--- src/rtl/core/sct_pkg.sv ---
// Shared types and constants of the sphere cell tessellator.
package sct_pkg;

	localparam int FRAC_W      = 17;
	localparam int IDX_W       = 8;
	localparam int CNT_W       = 9;
	localparam int RAD_W       = 16;
	localparam int POS_W       = 17;
	localparam int CORNERS     = 6;
	localparam int QUEUE_DEPTH = 4;
	localparam int QPTR_W      = $clog2(QUEUE_DEPTH);
	localparam int ADDR_W      = 4;
	localparam int DATA_W      = 32;

	typedef enum logic [1:0] {
		REG_RADIUS     = 2'd0,
		REG_LAT_COUNT  = 2'd1,
		REG_LONG_COUNT = 2'd2
	} reg_idx_t;

	localparam logic [RAD_W-1:0] RADIUS_RESET = 16'd256;
	localparam logic [CNT_W-1:0] COUNT_RESET  = 9'd16;

	typedef logic [FRAC_W-1:0] frac_t;
	typedef logic [2:0] corner_t;

	localparam corner_t LAST_CORNER = 3'd5;
	localparam logic [CORNERS-1:0] CORNER_DI = 6'b001110;
	localparam logic [CORNERS-1:0] CORNER_DJ = 6'b011100;

	typedef struct packed {
		frac_t u0;
		frac_t u1;
		frac_t v0;
		frac_t v1;
	} cell_frac_t;

	typedef struct packed {
		logic [RAD_W-1:0] radius;
		logic [CNT_W-1:0] lat_count;
		logic [CNT_W-1:0] long_count;
	} cfg_t;

	typedef struct packed {
		logic lat_wr;
		logic long_wr;
	} cfg_wr_t;

endpackage

--- src/rtl/core/sct_if.sv ---
// Handshake interfaces for cell words and vertex words.
interface sct_cell_if import sct_pkg::*; ();
	logic             valid;
	logic             ready;
	logic [IDX_W-1:0] lat_index;
	logic [IDX_W-1:0] long_index;

	modport source (output valid, lat_index, long_index, input ready);
	modport sink (input valid, lat_index, long_index, output ready);
endinterface


--- src/rtl/core/sct_recip.sv ---
// Bit-serial reciprocal unit computing floor(2^SHIFT / divisor).
module sct_recip #(
	parameter int NW = 9,
	parameter int SHIFT = 25,
	parameter int QW = SHIFT + 1,
	parameter logic [QW-1:0] RESET_RECIP = '0
) (
	input  logic          clk,
	input  logic          arst_n,
	input  logic          start,
	input  logic [NW-1:0] divisor,
	output logic [QW-1:0] recip,
	output logic          busy
);

	localparam int CNTW = $clog2(QW + 1);

	logic [NW-1:0]   div_q;
	logic [NW-1:0]   rem_q;
	logic [QW-1:0]   quo_q;
	logic [QW-1:0]   recip_q;
	logic [CNTW-1:0] cnt_q;
	logic            busy_q;
	logic [NW:0]     rem_sh;
	logic [NW:0]     rem_nx;
	logic            take;

	always_comb begin
		rem_sh = {rem_q, (cnt_q == CNTW'(QW))};
		take   = rem_sh >= {1'b0, div_q};
		rem_nx = take ? rem_sh - {1'b0, div_q} : rem_sh;
	end

	always_ff @(posedge clk or negedge arst_n) begin
		if (!arst_n) begin
			busy_q  <= 1'b0;
			cnt_q   <= '0;
			recip_q <= RESET_RECIP;
		end else if (start) begin
			busy_q <= 1'b1;
			cnt_q  <= CNTW'(QW);
		end else if (busy_q) begin
			cnt_q <= cnt_q - CNTW'(1);
			if (cnt_q == CNTW'(1)) begin
				busy_q  <= 1'b0;
				recip_q <= {quo_q[QW-2:0], take};
			end
		end
	end

	always_ff @(posedge clk) begin
		if (start) begin
			div_q <= divisor;
			rem_q <= '0;
			quo_q <= '0;
		end else if (busy_q) begin
			rem_q <= rem_nx[NW-1:0];
			quo_q <= {quo_q[QW-2:0], take};
		end
	end

	assign recip = recip_q;
	assign busy  = busy_q;

endmodule

--- src/rtl/core/sct_front.sv ---
// Front end: clamps cell indices and computes the four lattice fractions of a cell.
module sct_front import sct_pkg::*; #(
	parameter int MAX_DIVISIONS = 256
) (
	input  logic            clk,
	input  logic            arst_n,
	sct_cell_if.sink        cell_in,
	input  cfg_t            cfg,
	input  cfg_wr_t         cfg_wr,
	output cell_frac_t      push_data,
	output logic            push_valid,
	input  logic            push_ready
);

	localparam int NW          = $clog2(MAX_DIVISIONS + 1);
	localparam int SHIFT       = 17 + $clog2(MAX_DIVISIONS);
	localparam int QW          = SHIFT + 1;
	localparam int RESET_EFF   = (16 > MAX_DIVISIONS) ? MAX_DIVISIONS : 16;
	localparam logic [QW-1:0] RESET_RECIP = QW'((64'd1 << SHIFT) / RESET_EFF);
	localparam int PW          = NW + QW;
	localparam int RW          = FRAC_W + NW + 1;

	function automatic logic [NW-1:0] eff_count(input logic [CNT_W-1:0] c);
		if (c == '0)
			return NW'(1);
		else if (32'(c) > MAX_DIVISIONS)
			return NW'(MAX_DIVISIONS);
		else
			return NW'(c);
	endfunction

	function automatic logic [NW-1:0] clamp_idx(input logic [IDX_W-1:0] idx,
		input logic [NW-1:0] n);
		if (32'(idx) > 32'(n) - 1)
			return n - NW'(1);
		else
			return NW'(idx);
	endfunction

	function automatic frac_t est_frac(input logic [NW-1:0] a, input logic [QW-1:0] r);
		logic [PW-1:0] p;
		p = PW'(a) * PW'(r);
		return FRAC_W'(p >> (SHIFT - 16));
	endfunction

	function automatic frac_t fix_frac(input logic [NW-1:0] a, input frac_t q,
		input logic [NW-1:0] n);
		logic [RW-1:0] num;
		logic [RW-1:0] rem;
		num = RW'(a) << 16;
		rem = num - RW'(q) * RW'(n);
		return (rem >= RW'(n)) ? q + FRAC_W'(1) : q;
	endfunction

	logic [NW-1:0] lat_eff;
	logic [NW-1:0] long_eff;
	logic [QW-1:0] lat_recip;
	logic [QW-1:0] long_recip;
	logic          lat_busy;
	logic          long_busy;
	cfg_wr_t       start_q;
	logic          busy;
	logic          advance;
	logic          accept;

	logic          v_s1;
	logic [NW-1:0] a0_s1, a1_s1, b0_s1, b1_s1;
	logic          v_s2;
	logic [NW-1:0] a0_s2, a1_s2, b0_s2, b1_s2;
	frac_t         u0_s2, u1_s2, w0_s2, w1_s2;
	logic [NW-1:0] i_cl, j_cl;

	assign lat_eff  = eff_count(cfg.lat_count);
	assign long_eff = eff_count(cfg.long_count);

	sct_recip #(
		.NW(NW), .SHIFT(SHIFT), .QW(QW), .RESET_RECIP(RESET_RECIP)
	) u_lat_recip (
		.clk(clk), .arst_n(arst_n), .start(start_q.lat_wr), .divisor(lat_eff),
		.recip(lat_recip), .busy(lat_busy)
	);

	sct_recip #(
		.NW(NW), .SHIFT(SHIFT), .QW(QW), .RESET_RECIP(RESET_RECIP)
	) u_long_recip (
		.clk(clk), .arst_n(arst_n), .start(start_q.long_wr), .divisor(long_eff),
		.recip(long_recip), .busy(long_busy)
	);

	assign busy = lat_busy || long_busy || start_q.lat_wr || start_q.long_wr ||
		cfg_wr.lat_wr || cfg_wr.long_wr;
	assign advance = !v_s2 || push_ready;
	assign cell_in.ready = advance && !busy;
	assign accept = cell_in.valid && cell_in.ready;

	assign i_cl = clamp_idx(cell_in.lat_index, lat_eff);
	assign j_cl = clamp_idx(cell_in.long_index, long_eff);

	always_ff @(posedge clk or negedge arst_n) begin
		if (!arst_n) begin
			start_q <= '0;
			v_s1    <= 1'b0;
			v_s2    <= 1'b0;
		end else begin
			start_q <= cfg_wr;
			if (advance) begin
				v_s1 <= accept;
				v_s2 <= v_s1;
			end
		end
	end

	always_ff @(posedge clk) begin
		if (advance) begin
			a0_s1 <= i_cl;
			a1_s1 <= i_cl + NW'(1);
			b0_s1 <= j_cl;
			b1_s1 <= j_cl + NW'(1);
			a0_s2 <= a0_s1;
			a1_s2 <= a1_s1;
			b0_s2 <= b0_s1;
			b1_s2 <= b1_s1;
			u0_s2 <= est_frac(a0_s1, lat_recip);
			u1_s2 <= est_frac(a1_s1, lat_recip);
			w0_s2 <= est_frac(b0_s1, long_recip);
			w1_s2 <= est_frac(b1_s1, long_recip);
		end
	end

	assign push_valid   = v_s2;
	assign push_data.u0 = fix_frac(a0_s2, u0_s2, lat_eff);
	assign push_data.u1 = fix_frac(a1_s2, u1_s2, lat_eff);
	assign push_data.v0 = fix_frac(b0_s2, w0_s2, long_eff);
	assign push_data.v1 = fix_frac(b1_s2, w1_s2, long_eff);

endmodule

--- src/flat_wrapper.sv ---
// flat-port wrapper written by rule: the top's interface ports become plain ports
module sct_front_flat import sct_pkg::*;
#(
	parameter int MAX_DIVISIONS = 256
)
  (clk, arst_n, cfg, cfg_wr, push_data, push_valid, push_ready, cell_in_valid, cell_in_lat_index, cell_in_long_index, cell_in_ready);
  sct_cell_if cell_in_i ();
  input  logic clk;
  input  logic arst_n;
  input  cfg_t cfg;
  input  cfg_wr_t cfg_wr;
  output cell_frac_t push_data;
  output logic push_valid;
  input  logic push_ready;
  input wire logic [$bits(cell_in_i.valid)-1:0] cell_in_valid;
  input wire logic [$bits(cell_in_i.lat_index)-1:0] cell_in_lat_index;
  input wire logic [$bits(cell_in_i.long_index)-1:0] cell_in_long_index;
  output wire logic [$bits(cell_in_i.ready)-1:0] cell_in_ready;
  assign cell_in_i.valid = cell_in_valid;
  assign cell_in_i.lat_index = cell_in_lat_index;
  assign cell_in_i.long_index = cell_in_long_index;
  assign cell_in_ready = cell_in_i.ready;
  sct_front #(.MAX_DIVISIONS(MAX_DIVISIONS)) u_core (.clk(clk), .arst_n(arst_n), .cell_in(cell_in_i), .cfg(cfg), .cfg_wr(cfg_wr), .push_data(push_data), .push_valid(push_valid), .push_ready(push_ready));
endmodule
--- config.mk ---
export PLATFORM = sky130hd
export DESIGN_NAME = sct_front_flat
export DESIGN_NICKNAME = d
export VERILOG_FILES = /design/src/rtl/core/sct_pkg.sv /design/src/rtl/core/sct_if.sv /design/src/rtl/core/sct_recip.sv /design/src/rtl/core/sct_front.sv /design/src/flat_wrapper.sv
export SDC_FILE = /design/constraint.sdc
export NUM_CORES = 2
export LEC_CHECK = 0
export BUFFER_PORTS_ARGS = -buffer_cell sky130_fd_sc_hd__buf_2
export CAP_MARGIN = 20
export CORE_ASPECT_RATIO = 1.5
export CORE_MARGIN = 2
export CORE_UTILIZATION = 33
export DETAILED_ROUTE_END_ITERATION = 6
export GPL_ROUTABILITY_DRIVEN = 1
export GPL_TIMING_DRIVEN = 1
export PLACE_DENSITY_LB_ADDON = 0.08
export RECOVER_POWER = 50
export SETUP_SLACK_MARGIN = 0.4
export SLEW_MARGIN = 20
export SYNTH_ARGS = -nofsm -noshare
export SYNTH_HDL_FRONTEND = slang
export SYNTH_HIERARCHICAL = 1
export SYNTH_SLANG_ARGS = --single-unit
--- constraint.sdc ---
create_clock -name clk -period 27 [get_ports clk]
set_input_delay 5.4 -clock clk [delete_from_list [all_inputs] [get_ports clk]]
set_output_delay 5.4 -clock clk [all_outputs]
set_load 0.01 [all_outputs]
==> impl_metrics.py <==
metrics = {
    "route": {
        "postRouteWirelength_um": 170000,
        "num_vias": 42000,
        "drc": 1,
        "detail_route.vias_per_cell": 4.92,
        "drt-wirelength-per-cell_um": 19.9,
        "drt_pre_antenna_iters": 7,
        "final_antenna_net_count": 0,
        "drt_iter0_markers": 1617,
    },
    "yosys": {
        "synth.yosys.warnings": 6,
        "ys_ff_latch": 294,
        "syn-cell-area_mm2": 0.0577,
        "number_of_flops_mapped_to_enable_cells_by_yosys": 158,
        "dominantRegCellSynth": "sky130_fd_sc_hd__edfxtp_1",
        "synth.yosys.seq_area_share_pct": 13.5,
        "synth_area_per_cell_um2": 9.15,
        "netlist_instances": 6312,
        "yosys-top-cells-area": "sky130_fd_sc_hd__fa_1, sky130_fd_sc_hd__ha_1, sky130_fd_sc_hd__edfxtp_1",
        "fraction_of_registers_with_async_set_reset_pct": 23.1,
        "netlist.top_cell.by_area": "sky130_fd_sc_hd__fa_1",
        "synth.distinct_cells": 93,
        "area_share_of_the_leading_cell_type_in_the_synthesized_netlist_pct": 34.6,
    },
    "floorplan": {
        "core_area_mm2": 0.174,
        "dieWidth_um": 346,
        "floorplan.io_pins": 126,
        "start_util_pct": 33.1,
        "die_y_um": 516,
        "floorplan.rows": 188,
        "die_area_mm2": 0.178,
    },
    "setup_path": {
        "crit_path_end_kind": "output pin",
        "crit_path_max_incr_delay_ns": 1.41,
        "crit_arrival_ns": 15.08,
        "timing.critical_path.mode_cell": "sky130_fd_sc_hd__inv_1",
        "worst-path-max-fanout": 33,
        "worst-endpoint-required_ns": 21.60,
        "worst-setup-path-type": "input pin to output pin",
        "crit_path_slowest_cell": "sky130_fd_sc_hd__clkbuf_1",
        "critical_path.startpoint_type": "input pin",
    },
    "flow_run": {
        "timing.max_cap.violations": 22,
    },
    "power_and_ir_drop": {
        "power-per-cell-area_mw_per_mm2": 24.8,
        "vdd_drop_max_mv": 0.0431,
        "power.total_mw": 1.52,
        "static-leakage-power_nw": 27.6,
    },
    "grt": {
        "antenna_violations_before_repair": 5,
        "grt.overflow.total": 0,
        "grt_pass1_wl_um": 270000,
        "global_route.usage.total_pct": 19.5,
        "first_global_vias": 46400,
        "grt_start_max_net_pins": 82,
    },
    "clock_tree": {
        "cts_hold_repair.buffers": 0,
        "worstSkewPairLatency_ns": 0.60,
        "cts-htree-levels": 2,
        "tritoncts_clock_tree": "done",
        "cts_root_buffer": "sky130_fd_sc_hd__clkbuf_16",
        "post_cts_repair_timing_setup_buffer_count": 0,
        "cts.clk_slew.worst_paths_ns": 0.07,
        "clockBufferDepth": 3,
        "cts.repair.resized": 0,
        "cts.sink_count": 294,
        "cts_inserted_buffers": 36,
    },
    "timing": {
        "worstMarginPinSlew_ns": 4.33,
        "min_period_ns": 20.48,
        "finalHoldWorstSlack_ns": 0.468,
        "finalClockSkew_ns": 0.0296,
        "slew_viol_final": 695,
        "setup_total_negative_slack_ns": 0,
        "rsz0062_at_grt": "no",
        "report.final.setup_viol": 0,
        "max_freq_mhz": 48.8,
        "final_min_period_over_clock_period_pct": 75.9,
        "hold_viol_final": 0,
        "max-slew-margin-rel_pct": -188,
    },
    "final_layout": {
        "drive_above_1_share_pct": 4.73,
        "layout_common_cells": "sky130_fd_sc_hd__inv_1, sky130_fd_sc_hd__fa_1, sky130_fd_sc_hd__nand2_1",
        "most_common_cell_after_layout_fill_and_taps_aside": "sky130_fd_sc_hd__inv_1",
        "layout.filler_cells": 18200,
        "areaGrowthSynthToFinish_pct": 6.52,
        "layoutNonFillerInstCount": 8543,
        "nNetsFinal": 7752,
    },
    "outcome": {
        "outcome": "finished with violations",
        "violations": "DRC, capacitance limit, slew limit",
    },
    "placement": {
        "place_congestion": 0.853,
        "dpl.cell_count": 8475,
        "place_hpwl_um": 129000,
        "buffer_ports.inserted": 109,
    },
    "min_path": {
        "holdCritPathClass": "register to register",
    },
}
[synthesized netlist by cell type, drive strengths merged, types with 20 or more instances]
library cell	n
a211oi	53
a21o	50
a21oi	130
a31oi	20
and2	717
and3	59
buf	30
clkbuf	289
dfrtp	66
dfxtp	68
edfxtp	158
fa	998
ha	464
inv	1154
mux2	63
mux2i	75
nand2	751
nand2b	38
nand3	70
nand4	38
nor2	237
nor2b	32
nor3	63
o2111ai	26
o21a	30
o21ai	104
xnor2	188
xor2	80
[stage by stage]
stage	utilization (%)	cell area (um^2)	setup slack [ns]
2_1_floorplan	-	57700	9.40
3_3_place_gp	34.8	60600	7.18
3_5_place_dp	34.8	60600	7.17
4_1_cts	35.4	61800	7.14
5_1_grt	35.3	61500	5.94
6_report	35.3	61500	6.52
[registers in the layout, indices dropped and copies added, names as in the netlist, 17 cells and up]
name	flops
u_core/u_lat_recip/recip	26
u_core/u_long_recip/recip	26
u_core/u_lat_recip/quo_q	25
u_core/u_long_recip/quo_q	25
u_core/u0_s2	17
u_core/u1_s2	17
u_core/w0_s2	17
u_core/w1_s2	17
[power breakdown]
| group | switching (mW) | leakage, nW | internal, mW |
|---|---|---|---|
| combinational | 0.323 | 23.8 | 0.157 |
| sequential | 0.0373 | 3.24 | 0.512 |
| clock | 0.221 | 0.567 | 0.273 |
[metal layers]
layer,vias up,track usage [%],routed length (um)
met1,21800,21.3,65100
met2,554,40.0,97300
li1,19500,-,-
met5,-,0,0
met4,0,5.17,4670
met3,176,1.16,3170
[area by class of cell]
cell class,instances,area [um^2],share of cell area (%)
inverter,1158,4350,7.07
timing repair buffer,202,1130,1.84
antenna,3,7.51,0.0122
tap,2280,2850,4.64
multi-input combinational,4542,44200,71.9
clock inverter,20,165,0.268
clock buffer,44,985,1.60
sequential,294,7820,12.7
[path summary, 6_finish.rpt]
check / startpoint / endpoint / slack, ns / cells past startpoint
max in group asynchronous: arst_n / u_core/u_long_recip/recip[25] / 18.36 / 2
setup reg to reg: u_core/a1_s1[0] / u_core/u1_s2[16] / 19.23 / 18
setup / recovery: cfg[17] / push_data[34] / 6.52 / 30
hold reg to reg: u_core/v_s1 / u_core/push_valid / 0.47 / 1
hold / removal: u_core/v_s1 / u_core/push_valid / 0.47 / 1
min in group asynchronous: arst_n / u_core/start_q[0] / 5.18 / 1
[critical path: cells and delay by family]
kind	cells	cell delay (ns)
and+or+nand+nor	6	1.38
AOI/OAI and AO/OA	3	0.81
adders and majority gates	6	3.01
buffers and inverters	13	3.37
xor gates and xnor gates	2	1.01
[cell families after synthesis]
group	count (synthesis)	synth area share, %
compound gates	552	6.53
xor+xnor	268	4.06
fa+ha+maj	1462	44.7
buf+inv	1477	9.75
flops	294	13.5
mux	138	2.76
other cells	1	0.00649
simple gates	2120	18.7
No activity file was read; power rests on OpenSTA's default activity.
