$ cat config.mk
export PLATFORM = sky130hd
export DESIGN_NAME = sct_queue
export DESIGN_NICKNAME = d
export VERILOG_FILES = /design/src/rtl/core/sct_pkg.sv /design/src/rtl/core/sct_queue.sv
export SDC_FILE = /design/constraint.sdc
export NUM_CORES = 1
export LEC_CHECK = 0
export BUFFER_PORTS_ARGS = -buffer_cell sky130_fd_sc_hd__buf_4
export CELL_PAD_IN_SITES_DETAIL_PLACEMENT = 0
export CELL_PAD_IN_SITES_GLOBAL_PLACEMENT = 1
export CORE_MARGIN = 2
export CORE_UTILIZATION = 50
export CTS_BUF_LIST = sky130_fd_sc_hd__clkbuf_4 sky130_fd_sc_hd__clkbuf_8 sky130_fd_sc_hd__clkbuf_16
export CTS_CLUSTER_SIZE = 16
export DETAILED_ROUTE_END_ITERATION = 12
export PLACE_DENSITY_LB_ADDON = 0.1
export RECOVER_POWER = 100
export SYNTH_ARGS = -nofsm -noshare
export SYNTH_HDL_FRONTEND = slang
export SYNTH_SLANG_ARGS = --single-unit
$ cat constraint.sdc
create_clock -name clk -period 3.5 [get_ports clk]
set_input_delay 0.35 -clock clk [delete_from_list [all_inputs] [get_ports clk]]
set_output_delay 0.35 -clock clk [all_outputs]
set_load 0.02 [all_outputs]
$ cat src/rtl/core/sct_pkg.sv
// Shared types and constants of the sphere cell tessellator.
package sct_pkg;

	localparam int FRAC_W      = 17;
	localparam int IDX_W       = 8;
	localparam int CNT_W       = 9;
	localparam int RAD_W       = 16;
	localparam int POS_W       = 17;
	localparam int CORNERS     = 6;
	localparam int QUEUE_DEPTH = 4;
	localparam int QPTR_W      = $clog2(QUEUE_DEPTH);
	localparam int ADDR_W      = 4;
	localparam int DATA_W      = 32;

	typedef enum logic [1:0] {
		REG_RADIUS     = 2'd0,
		REG_LAT_COUNT  = 2'd1,
		REG_LONG_COUNT = 2'd2
	} reg_idx_t;

	localparam logic [RAD_W-1:0] RADIUS_RESET = 16'd256;
	localparam logic [CNT_W-1:0] COUNT_RESET  = 9'd16;

	typedef logic [FRAC_W-1:0] frac_t;
	typedef logic [2:0] corner_t;

	localparam corner_t LAST_CORNER = 3'd5;
	localparam logic [CORNERS-1:0] CORNER_DI = 6'b001110;
	localparam logic [CORNERS-1:0] CORNER_DJ = 6'b011100;

	typedef struct packed {
		frac_t u0;
		frac_t u1;
		frac_t v0;
		frac_t v1;
	} cell_frac_t;

	typedef struct packed {
		logic [RAD_W-1:0] radius;
		logic [CNT_W-1:0] lat_count;
		logic [CNT_W-1:0] long_count;
	} cfg_t;

	typedef struct packed {
		logic lat_wr;
		logic long_wr;
	} cfg_wr_t;

endpackage

$ cat src/rtl/core/sct_queue.sv
// Short first-word-fall-through queue between the front and back ends.
module sct_queue import sct_pkg::*; (
	input  logic       clk,
	input  logic       arst_n,
	input  cell_frac_t push_data,
	input  logic       push_valid,
	output logic       push_ready,
	output cell_frac_t head,
	output logic       head_valid,
	input  logic       pop
);

	cell_frac_t        mem_q [QUEUE_DEPTH];
	logic [QPTR_W-1:0] wr_q;
	logic [QPTR_W-1:0] rd_q;
	logic [QPTR_W:0]   cnt_q;
	logic              do_push;
	logic              do_pop;

	assign push_ready = cnt_q != (QPTR_W + 1)'(QUEUE_DEPTH);
	assign head_valid = cnt_q != '0;
	assign head       = mem_q[rd_q];
	assign do_push    = push_valid && push_ready;
	assign do_pop     = pop && head_valid;

	always_ff @(posedge clk or negedge arst_n) begin
		if (!arst_n) begin
			wr_q  <= '0;
			rd_q  <= '0;
			cnt_q <= '0;
		end else begin
			if (do_push)
				wr_q <= wr_q + QPTR_W'(1);
			if (do_pop)
				rd_q <= rd_q + QPTR_W'(1);
			if (do_push && !do_pop)
				cnt_q <= cnt_q + (QPTR_W + 1)'(1);
			else if (do_pop && !do_push)
				cnt_q <= cnt_q - (QPTR_W + 1)'(1);
		end
	end

	always_ff @(posedge clk) begin
		if (do_push)
			mem_q[wr_q] <= push_data;
	end

endmodule

==> insert_results.sql, run 1 <==
INSERT INTO impl_metrics (metric_group, metric, value, unit) VALUES
('global_route', 'grt_overflow', '0', ''),
('yosys', 'post_synth_main_area_contributors', 'sky130_fd_sc_hd__edfxtp_1 (79%), sky130_fd_sc_hd__mux4_2 (15%), sky130_fd_sc_hd__dfrtp_1 (1.7%)', ''),
('place', 'dp_hpwl', '10400', 'um'),
('worst_hold_path', 'worst_hold_startpoint', 'push_data[56]', ''),
('floorplanning', 'fp.dieW', '148', 'um'),
('drt', 'drtAntennaViolNets', '0', ''),
('final_layout', 'synthToLayoutAreaGrowth', '15.8', '%'),
('drt', 'drc', '0', ''),
('clocking', 'root_buffer', 'sky130_fd_sc_hd__clkbuf_16', ''),
('run_status', 'status', 'completed', ''),
('sta', 'rsz0062_at_grt', 'no', ''),
('sta', 'final.setup.tns', '0', 'ps'),
('final_layout', 'finalNonFillerCells', '840', ''),
('sta', 'timing_hold_violations_final', '0', ''),
('yosys', 'yosysUniqueCellTypes', '19', ''),
('sta', 'final_period_minus_worst_setup_slack', '2850', 'ps'),
('sta', 'finalClockSkew', '5.28', 'ps'),
('final_layout', 'multi_input_area', '1750', 'um2'),
('drt', 'wirelength', '18000', 'um'),
('final_layout', 'antenna_cells', '0', ''),
('global_route', 'grt_pass1_wl', '27700', 'um'),
('place', 'pre_cts_ws', '1340', 'ps'),
('worst_setup_path', 'critPathKind', 'flop to primary output', ''),
('sta', 'final_min_period_over_clock_period', '81.3', '%'),
('worst_hold_path', 'timing.hold.worst_path_depth', '1', ''),
('final_layout', 'layout.filler_cells', '1524', ''),
('worst_hold_path', 'timing.hold.worst.class', 'primary input to flop', ''),
('worst_setup_path', 'reg2reg_to', 'mem_q[0][40]$_DFFE_PP_', ''),
('sta', 'slew_at_the_pin_closest_to_its_max_slew_limit', '937', 'ps'),
('worst_setup_path', 'rr_worst_depth', '4', ''),
('clocking', 'cts.repair.resized', '0', ''),
('job', 'timing.max_cap.violations', '0', ''),
('drt', 'met3_length', '953', 'um'),
('clocking', 'cts_made_buffers', '27', ''),
('yosys', 'synth_fp_nets', '469', ''),
('yosys', 'yosys_warnings', '0', ''),
('clocking', 'ctsHoldBuffers', '1', ''),
('yosys', 'ys_ff_latch', '279', ''),
('final_layout', 'regArea', '8350', 'um2'),
('clocking', 'clkSlewWorstSetupHoldPaths', '60', 'ps'),
('place', 'gp_congestion', '0.689', ''),
('final_layout', 'drive_gt1_share', '22.3', '%'),
('yosys', 'synth_top_cell_by_area', 'sky130_fd_sc_hd__edfxtp_1', ''),
('worst_setup_path', 'crit_fanout', '51', ''),
('place', 'place_inst', '793', ''),
('drt', 'drt_first_pass_iters', '4', ''),
('clocking', 'h_tree_lvls', '1', ''),
('drt', 'wire_per_inst', '21.4', 'um'),
('worst_setup_path', 'setup.worst_path.end_class', 'primary output', ''),
('clocking', 'insertion_delay', '510', 'ps'),
('yosys', 'post_synth.cell_area_avg', '26.3', 'um2'),
('final_layout', 'final_cell_mix', 'sky130_fd_sc_hd__edfxtp_1 (272), sky130_fd_sc_hd__clkbuf_1 (137), sky130_fd_sc_hd__mux4_2 (68)', ''),
('sta', 'report.final.slew_viol_count', '0', ''),
('worst_setup_path', 'r2r_slack', '800', 'ps'),
('sta', 'fin_ws', '654', 'ps'),
('clocking', 'tritoncts', 'done', ''),
('drt', 'route.layer.met1.wl', '7440', 'um'),
('yosys', 'syn_area', '10300', 'um2'),
('global_route', 'grt_pass1_vias', '4953', ''),
('global_route', 'groute.usage.overall', '16.8', '%'),
('clocking', 'ctsLongestPathBuffers', '3', ''),
('sta', 'timing.slew.headroom', '37.5', '%'),
('global_route', 'grt_start_max_net_pins', '52', ''),
('worst_setup_path', 'worstPathRequired', '3150', 'ps'),
('place', 'numPortBuffers', '141', ''),
('floorplanning', 'boundary_pins', '142', ''),
('floorplanning', 'die_height', '148', 'um'),
('sta', 'final-setup-viol-count', '0', ''),
('floorplanning', 'floorplan.initialDensity', '50.9', '%'),
('worst_setup_path', 'worstSetupStartpointType', 'flop', ''),
('final_layout', 'final_core_utilization', '59.0', '%');
[through the flow]
step | hold slack, ps | cell area, um2 | total power [mW]
floorplan | 54.4 | 10300 | 7.20
finish | 88.6 | 11900 | 10.5
CTS | 10.3 | 12500 | 11.2
global placement | 168 | 11600 | 8.45
detailed placement | 174 | 11600 | 8.54
global route | 91.1 | 11900 | 11.0
[cells by family (layout without fill, tap and decap cells)]
logic type / Yosys count / count (layout) / share of synthesized area [%]
buf+inv: 19 / 198 / 1.99
xor+xnor: 6 / 6 / 0.510
compound gates: 1 / 1 / 0.109
simple gates: 10 / 10 / 0.498
fa+ha+maj: 6 / 6 / 0.802
mux: 70 / 70 / 15.1
flops: 279 / 279 / 81.0
[flip-flops by register name, summed over array words and instances, names as in the netlist]
| register | count |
|---|---|
| wr_q | 2 |
| mem_q | 272 |
| rd_q | 2 |
| cnt_q | 3 |
[critical path, cell delays in order, from the launching register on]
cell and delay [ps]:
sky130_fd_sc_hd__dfrtp_1 950, sky130_fd_sc_hd__buf_12 380, sky130_fd_sc_hd__mux4_2 360, sky130_fd_sc_hd__clkbuf_1 210
[how the worst max path moves through the flow]
stage,from,end,slack [ps]
finish,rd_q[1]$_DFFE_PN0P_,head[50],650
global route,cnt_q[0]$_DFFE_PN0P_,mem_q[0][44]$_DFFE_PP_,530
CTS,rd_q[0]$_DFFE_PN0P_,head[21],860
detailed placement,cnt_q[0]$_DFFE_PN0P_,cnt_q[2]$_DFFE_PN0P_,1340
global placement,cnt_q[0]$_DFFE_PN0P_,mem_q[0][48]$_DFFE_PP_,1440
floorplan,cnt_q[0]$_DFFE_PN0P_,mem_q[0][0]$_DFFE_PP_,700
[cell usage after synthesis (all sizes together)]
cell / count
edfxtp: 272
nand2: 2
buf: 16
xnor2: 4
dfrtp: 7
ha: 5
a21boi: 1
xor2: 2
mux4: 68
nor2: 2
fa: 1
nand3: 1
or3: 1
inv: 3
and2: 4
mux2: 2
[layer usage]
metal	vias up	track usage (%)
met5	-	0
met4	2	3.89
met3	29	3.64
met2	126	28.7
met1	2408	22.7
li1	1996	-
[power by group]
| group | switching (mW) | internal [mW] |
|---|---|---|
| clock | 1.11 | 1.50 |
| sequential | 0.200 | 4.42 |
| combinational | 2.01 | 1.24 |
[layout make-up]
type,count,share of cell area (%)
clock buffer,31,5.92
clock inverter,15,0.787
inverter,3,0.0944
multi-input combinational,93,14.7
sequential,279,70.0
tap,270,2.83
timing repair buffer,149,5.72
Power figures use the tool's default switching activity.
==> run 2, diff against run 1 <==
==> constraint.sdc (replaced) <==
create_clock -name clk -period 2.9 [get_ports clk]
set_input_delay 0.29 -clock clk [delete_from_list [all_inputs] [get_ports clk]]
set_output_delay 0.29 -clock clk [all_outputs]
set_load 0.02 [all_outputs]
==> run 2 against run 1 <==
Global-route usage grew 0.24 points. Power grew 26%. Critical path type is now flop to flop. Register-to-register slack lost 520 ps. Cell area grew 7.2%. Sequential cell count is the same. Cell count grew 9.6%.
==> insert_results.sql, run 2 (synthesis results as in run 1) <==
INSERT INTO impl_metrics (metric_group, metric, value, unit) VALUES
('run_status', 'status', 'completed', ''),
('place', 'dp_hpwl', '10800', 'um'),
('sta', 'timing.hold.ws', '78.7', 'ps'),
('final_layout', 'layout.filler_cells', '1485', ''),
('global_route', 'grt_overflow', '0', ''),
('clocking', 'cts.repair.resized', '0', ''),
('worst_setup_path', 'worstPathRequired', '3100', 'ps'),
('floorplanning', 'design.core.area', '20200', 'um2'),
('worst_setup_path', 'critPathKind', 'flop to flop', ''),
('drt', 'wire_per_inst', '19.9', 'um'),
('worst_setup_path', 'rr_worst_depth', '4', ''),
('final_layout', 'biggestRegsByFlops', 'mem_q (272), cnt_q (3)', ''),
('worst_setup_path', 'crit_end', 'mem_q[1][12]$_DFFE_PP_', ''),
('worst_setup_path', 'crit_slowest_cell', 'sky130_fd_sc_hd__a21boi_0', ''),
('final_layout', 'synthToLayoutAreaGrowth', '24.2', '%'),
('global_route', 'groute.usage.overall', '17.1', '%'),
('drt', 'vias_per_cell', '5.30', ''),
('sta', 'final_period_minus_worst_setup_slack', '2620', 'ps'),
('worst_setup_path', 'worstSetupStartpointType', 'flop', ''),
('global_route', 'grt_pass1_wl', '28800', 'um'),
('floorplanning', 'boundary_pins', '142', ''),
('power_and_ir_drop', 'leakagePower', '4.15', 'nW'),
('final_layout', 'layout_commonest_cell', 'sky130_fd_sc_hd__edfxtp_1', ''),
('clocking', 'root_buffer', 'sky130_fd_sc_hd__clkbuf_16', ''),
('floorplanning', 'die_height', '148', 'um'),
('global_route', 'grt_pass1_vias', '5335', ''),
('worst_setup_path', 'cp_data_arrival_time', '2820', 'ps'),
('sta', 'final.setup.tns', '0', 'ps'),
('final_layout', 'largest_register_ff_count', '272', ''),
('job', 'timing.max_cap.violations', '0', ''),
('drt', 'drt_first_pass_iters', '4', ''),
('floorplanning', 'fp.dieW', '148', 'um'),
('final_layout', 'final_cell_mix', 'sky130_fd_sc_hd__edfxtp_1 (272), sky130_fd_sc_hd__clkbuf_1 (136), sky130_fd_sc_hd__dlygate4sd3_1 (69)', ''),
('final_layout', 'largest_register', 'mem_q', ''),
('final_layout', 'final_core_utilization', '63.2', '%'),
('power_and_ir_drop', 'power.total', '13.2', 'mW'),
('worst_setup_path', 'crit-reg2reg-launch', 'cnt_q[0]$_DFFE_PN0P_', ''),
('worst_setup_path', 'worstSetupStartpoint', 'cnt_q[0]$_DFFE_PN0P_', ''),
('sta', 'final-setup-viol-count', '0', ''),
('final_layout', 'antenna_cells', '0', ''),
('power_and_ir_drop', 'vdd.ir_drop.worst', '0.000613', 'V'),
('floorplanning', 'fp.dieArea', '21800', 'um2'),
('power_and_ir_drop', 'power.density', '1030', 'nW/um2'),
('clocking', 'tritoncts', 'done', ''),
('clocking', 'cts_made_buffers', '28', ''),
('sta', 'slew_at_the_pin_closest_to_its_max_slew_limit', '961', 'ps'),
('clocking', 'clkSlewWorstSetupHoldPaths', '60', 'ps'),
('place', 'place_inst', '800', ''),
('sta', 'timing_hold_violations_final', '0', ''),
('clocking', 'h_tree_lvls', '1', ''),
('drt', 'wirelength', '18300', 'um'),
('final_layout', 'finalNonFillerCells', '921', ''),
('final_layout', 'design.final.nets', '707', ''),
('worst_hold_path', 'timing.hold.worst.class', 'primary input to flop', ''),
('worst_setup_path', 'path_cells', 'nor2_1 -> a21boi_0 -> and2_4 -> clkbuf_2', ''),
('floorplanning', 'num_rows', '52', ''),
('worst_setup_path', 'reg2reg_to', 'mem_q[1][12]$_DFFE_PP_', ''),
('floorplanning', 'floorplan.initialDensity', '50.9', '%'),
('worst_setup_path', 'cp_slowest_stage_delay', '770', 'ps'),
('sta', 'fmax', '382', 'MHz'),
('clocking', 'ctsLongestPathBuffers', '3', ''),
('sta', 'timing.slew.headroom', '35.4', '%'),
('sta', 'finalClockSkew', '11.5', 'ps'),
('drt', 'drc', '0', ''),
('drt', 'drtAntennaViolNets', '0', ''),
('drt', 'drt-initial-drc-count', '210', ''),
('clocking', 'insertion_delay', '530', 'ps'),
('sta', 'report.final.slew_viol_count', '0', ''),
('drt', 'detailroute.via_count', '4880', ''),
('worst_setup_path', 'setup.worst_path.end_class', 'flop', ''),
('place', 'gp_congestion', '0.723', ''),
('sta', 'rsz0062_at_grt', 'no', ''),
('worst_setup_path', 'r2r_slack', '280', 'ps'),
('clocking', 'numClockSinks', '279', ''),
('worst_setup_path', 'crit_fanout', '29', ''),
('final_layout', 'drive_gt1_share', '21.4', '%'),
('global_route', 'antenna_found_initial', '1', ''),
('place', 'numPortBuffers', '141', ''),
('global_route', 'grt_start_max_net_pins', '35', ''),
('sta', 'final_min_period_over_clock_period', '90.3', '%');
==> run 2: changes by cell type in the layout (fill, tap and decap cells not counted), sizes merged <==
cell         before  now
clkinv           14    9
clkbuf          168  180
dlygate4sd3       1   69
buf              11   15
bufinv            1    2
inv               3    4
==> run 2: per-stage QoR <==
stage               area (um2)  worst slack, ps
floorplan                10300             95.4
global placement         11700              858
detailed placement       11700              735
CTS                      13300              280
global route             12800              145
finish                   12800              280
==> run 2: metal layers <==
metal,GRT usage (%),vias up,part of all wire (%)
met4,4.42,2,1.9
met2,29.3,147,51
met1,22.9,2544,42
li1,-,2155,-
met5,0,-,0.071
met3,3.24,32,5.5
==> run 2: worst min path at each step <==
stage | startpoint | to | slack, ps | cells past startpoint
after global routing | pop | rd_q[1]$_DFFE_PN0P_ | 80 | 3
final | pop | rd_q[0]$_DFFE_PN0P_ | 80 | 3
after CTS | pop | rd_q[0]$_DFFE_PN0P_ | 60 | 3
after detailed placement | arst_n | cnt_q[0]$_DFFE_PN0P_ | 110 | 1
after floorplan | arst_n | cnt_q[0]$_DFFE_PN0P_ | -6 | 0
after global placement | arst_n | cnt_q[0]$_DFFE_PN0P_ | 100 | 1
==> run 2: cell type report <==
type | instances | area [um2] | area share (%)
Clock buffer | 40 | 808 | 6.32
Clock inverter | 12 | 104 | 0.812
Inverter | 3 | 11.3 | 0.0880
Multi-Input combinational cell | 93 | 1760 | 13.7
Sequential cell | 279 | 8350 | 65.3
Tap cell | 270 | 338 | 2.64
Timing Repair Buffer | 224 | 1420 | 11.1
==> run 2: repair_timing <==
item,CTS,global route
hold endpoints to repair,279,0
buffers inserted,0,0
hold buffers,69,0
==> run 2: report_power, final <==
| part | switching, mW | leakage [nW] | internal (mW) |
|---|---|---|---|
| registers | 0.320 | 2.57 | 5.34 |
| clock network | 1.39 | 0.457 | 2.11 |
| logic | 2.39 | 1.12 | 1.62 |
==> run 2: worst max-delay path, delay by kind of cell, from the launching register on <==
family	cells	cell delay, ps
buffers and inverters	1	370
AND/OR/NAND/NOR	2	700
AO/OA/AOI/OAI	1	770
flip-flops	1	430
==> run 3, diff against run 2 <==
--- a/config.mk
+++ b/config.mk
@@ -15,6 +15,7 @@
 export DETAILED_ROUTE_END_ITERATION = 12
 export PLACE_DENSITY_LB_ADDON = 0.1
 export RECOVER_POWER = 100
+export SLEW_MARGIN = 40
 export SYNTH_ARGS = -nofsm -noshare
 export SYNTH_HDL_FRONTEND = slang
 export SYNTH_SLANG_ARGS = --single-unit
==> constraint.sdc (replaced) <==
create_clock -name clk -period 2.7 [get_ports clk]
set_input_delay 0.27 -clock clk [delete_from_list [all_inputs] [get_ports clk]]
set_output_delay 0.27 -clock clk [all_outputs]
set_load 0.02 [all_outputs]
==> run 3 against run 2 <==
Non-clock buffer count up 3. Cell count up 0.33%. First-iteration DRC count down 7.1%. Global-route usage up 0.56 points. Via count down 0.70%. Critical endpoint is now head[6]. Largest cell class unchanged. Largest power group unchanged.
==> insert_results.sql, run 3 (synthesis results as in run 1) <==
INSERT INTO impl_metrics (metric_group, metric, value, unit) VALUES
('run_status', 'status', 'completed', ''),
('clocking', 'root_buffer', 'sky130_fd_sc_hd__clkbuf_16', ''),
('clocking', 'ctsLongestPathBuffers', '3', ''),
('worst_setup_path', 'cp_slowest_stage_delay', '640', 'ps'),
('place', 'numPortBuffers', '141', ''),
('final_layout', 'finalNonFillerCells', '924', ''),
('drt', 'drtAntennaViolNets', '0', ''),
('worst_setup_path', 'crit_slowest_cell', 'sky130_fd_sc_hd__dfrtp_4', ''),
('worst_hold_path', 'timing.hold.worst.class', 'primary input to flop', ''),
('floorplanning', 'fp.dieW', '148', 'um'),
('power_and_ir_drop', 'vdd.ir_drop.worst', '0.000625', 'V'),
('final_layout', 'largest_register', 'mem_q', ''),
('sta', 'timing_hold_violations_final', '0', ''),
('drt', 'drt_first_pass_iters', '4', ''),
('global_route', 'antenna_found_initial', '0', ''),
('drt', 'drc', '0', ''),
('sta', 'rsz0062_at_grt', 'no', ''),
('floorplanning', 'die_height', '148', 'um'),
('power_and_ir_drop', 'power.density', '1120', 'nW/um2'),
('sta', 'report.final.slew_viol_count', '0', ''),
('worst_setup_path', 'worstSetupStartpointType', 'flop', ''),
('worst_setup_path', 'path_cells', 'buf_6 -> mux4_2 -> buf_4', ''),
('sta', 'finalClockSkew', '11.1', 'ps'),
('floorplanning', 'floorplan.initialDensity', '50.9', '%'),
('place', 'placed_cell_area', '11800', 'um2'),
('floorplanning', 'fp.dieArea', '21800', 'um2'),
('power_and_ir_drop', 'switching_power', '4.39', 'mW'),
('clocking', 'cts.repair.resized', '0', ''),
('clocking', 'ctsHoldBuffers', '69', ''),
('worst_setup_path', 'r2r_slack', '260', 'ps'),
('power_and_ir_drop', 'pwr-share-seq', '42.6', '%'),
('global_route', 'grt_pass1_vias', '5263', ''),
('sta', 'slew_at_the_pin_closest_to_its_max_slew_limit', '623', 'ps'),
('worst_setup_path', 'cp_data_arrival_time', '2240', 'ps'),
('job', 'timing.max_cap.violations', '0', ''),
('final_layout', 'synthToLayoutAreaGrowth', '24.8', '%'),
('place', 'gp_congestion', '0.688', ''),
('floorplanning', 'num_rows', '52', ''),
('power_and_ir_drop', 'power.share.clock', '27.5', '%'),
('worst_setup_path', 'crit_fanout', '17', ''),
('sta', 'timing.hold.ws', '53.8', 'ps'),
('clocking', 'h_tree_lvls', '1', ''),
('global_route', 'grt_pass1_wl', '29400', 'um'),
('sta', 'timing.slew.headroom', '58.5', '%'),
('drt', 'vias_per_cell', '5.24', ''),
('power_and_ir_drop', 'netSwitchingFraction', '30.5', '%'),
('clocking', 'tritoncts', 'done', ''),
('final_layout', 'final_cell_mix', 'sky130_fd_sc_hd__edfxtp_1 (272), sky130_fd_sc_hd__clkbuf_1 (107), sky130_fd_sc_hd__dlygate4sd3_1 (69)', ''),
('power_and_ir_drop', 'comb_power_share', '29.9', '%'),
('sta', 'final.setup.tns', '0', 'ps'),
('global_route', 'grt_start_max_net_pins', '34', ''),
('final_layout', 'drive_gt1_share', '26.8', '%'),
('worst_setup_path', 'critPathKind', 'flop to primary output', ''),
('clocking', 'insertion_delay', '530', 'ps'),
('sta', 'final_min_period_over_clock_period', '93.0', '%'),
('sta', 'final_period_minus_worst_setup_slack', '2510', 'ps'),
('clocking', 'cts.repair_timing.setup_buffer_count', '0', ''),
('place', 'dp_hpwl', '11300', 'um'),
('final_layout', 'finalInstanceArea', '12900', 'um2'),
('power_and_ir_drop', 'power_report.internal_total', '9.99', 'mW'),
('global_route', 'grt_overflow', '0', ''),
('drt', 'wirelength', '18700', 'um'),
('final_layout', 'antenna_cells', '0', ''),
('clocking', 'clkSlewWorstSetupHoldPaths', '60', 'ps'),
('sta', 'fmax', '398', 'MHz'),
('floorplanning', 'boundary_pins', '142', ''),
('sta', 'final-setup-viol-count', '0', ''),
('worst_setup_path', 'setup.worst_path.end_class', 'primary output', ''),
('final_layout', 'design.final.nets', '710', ''),
('drt', 'drt-initial-drc-count', '195', ''),
('final_layout', 'biggestRegsByFlops', 'mem_q (272), cnt_q (3)', ''),
('clocking', 'cts_made_buffers', '28', ''),
('place', 'place_inst', '803', ''),
('drt', 'wire_per_inst', '20.2', 'um'),
('power_and_ir_drop', 'leakagePower', '4.25', 'nW'),
('final_layout', 'largest_register_ff_count', '272', ''),
('final_layout', 'layout_commonest_cell', 'sky130_fd_sc_hd__edfxtp_1', ''),
('drt', 'detailroute.via_count', '4846', ''),
('clocking', 'numClockSinks', '279', ''),
('floorplanning', 'design.core.area', '20200', 'um2'),
('worst_setup_path', 'worstPathRequired', '2430', 'ps'),
('global_route', 'groute.usage.overall', '17.6', '%');
-- run 3: final cells by class --
class / count / area (um2)
Fill cell: 1489 / 7380
Inverter: 3 / 11.3
Clock buffer: 39 / 807
Sequential cell: 279 / 8350
Multi-Input combinational cell: 93 / 1760
Timing Repair Buffer: 227 / 1430
Tap cell: 270 / 338
Clock inverter: 13 / 161
-- run 3: path summary, 6_finish.rpt --
path	cells after the start	from	endpoint
worst max-delay path	3	rd_q[0]$_DFFE_PN0P_	head[6]
worst min-delay path	3	pop	rd_q[0]$_DFFE_PN0P_
worst max register to register	4	cnt_q[0]$_DFFE_PN0P_	mem_q[1][24]$_DFFE_PP_
worst min register to register	1	cnt_q[2]$_DFFE_PN0P_	cnt_q[2]$_DFFE_PN0P_
max in group asynchronous	2	arst_n	rd_q[1]$_DFFE_PN0P_
min in group asynchronous	2	arst_n	cnt_q[2]$_DFFE_PN0P_
-- run 3: per-layer routing --
layer	part of all wire (%)	track usage, %	vias to the layer above
li1	-	-	2154
met1	42	23.3	2525
met2	51	30.7	140
met3	5.3	3.52	27
met4	1.7	3.99	0
met5	0	0	-
-- run 3: critical path, delay by kind of cell (launching register included) --
family | cells | cell delay, ps
buffers and inverters | 2 | 490
muxes | 1 | 570
DFF | 1 | 640
-- run 3: power by group through the flow --
stage	clock network [mW]	registers, mW	logic [mW]
floorplan	0	5.96	3.34
global placement	0	6.17	4.94
detailed placement	0	6.23	4.96
CTS	4.05	6.14	5.06
global route	4.21	6.22	4.61
finish	3.95	6.12	4.31
-- run 3: metrics by stage --
stage,utilization [%],total power [mW],setup slack (ps)
floorplan,-,9.30,593
global placement,58.1,11.1,663
detailed placement,58.1,11.2,541
CTS,66.3,15.2,144
global route,63.5,15.0,55.9
finish,63.5,14.4,190
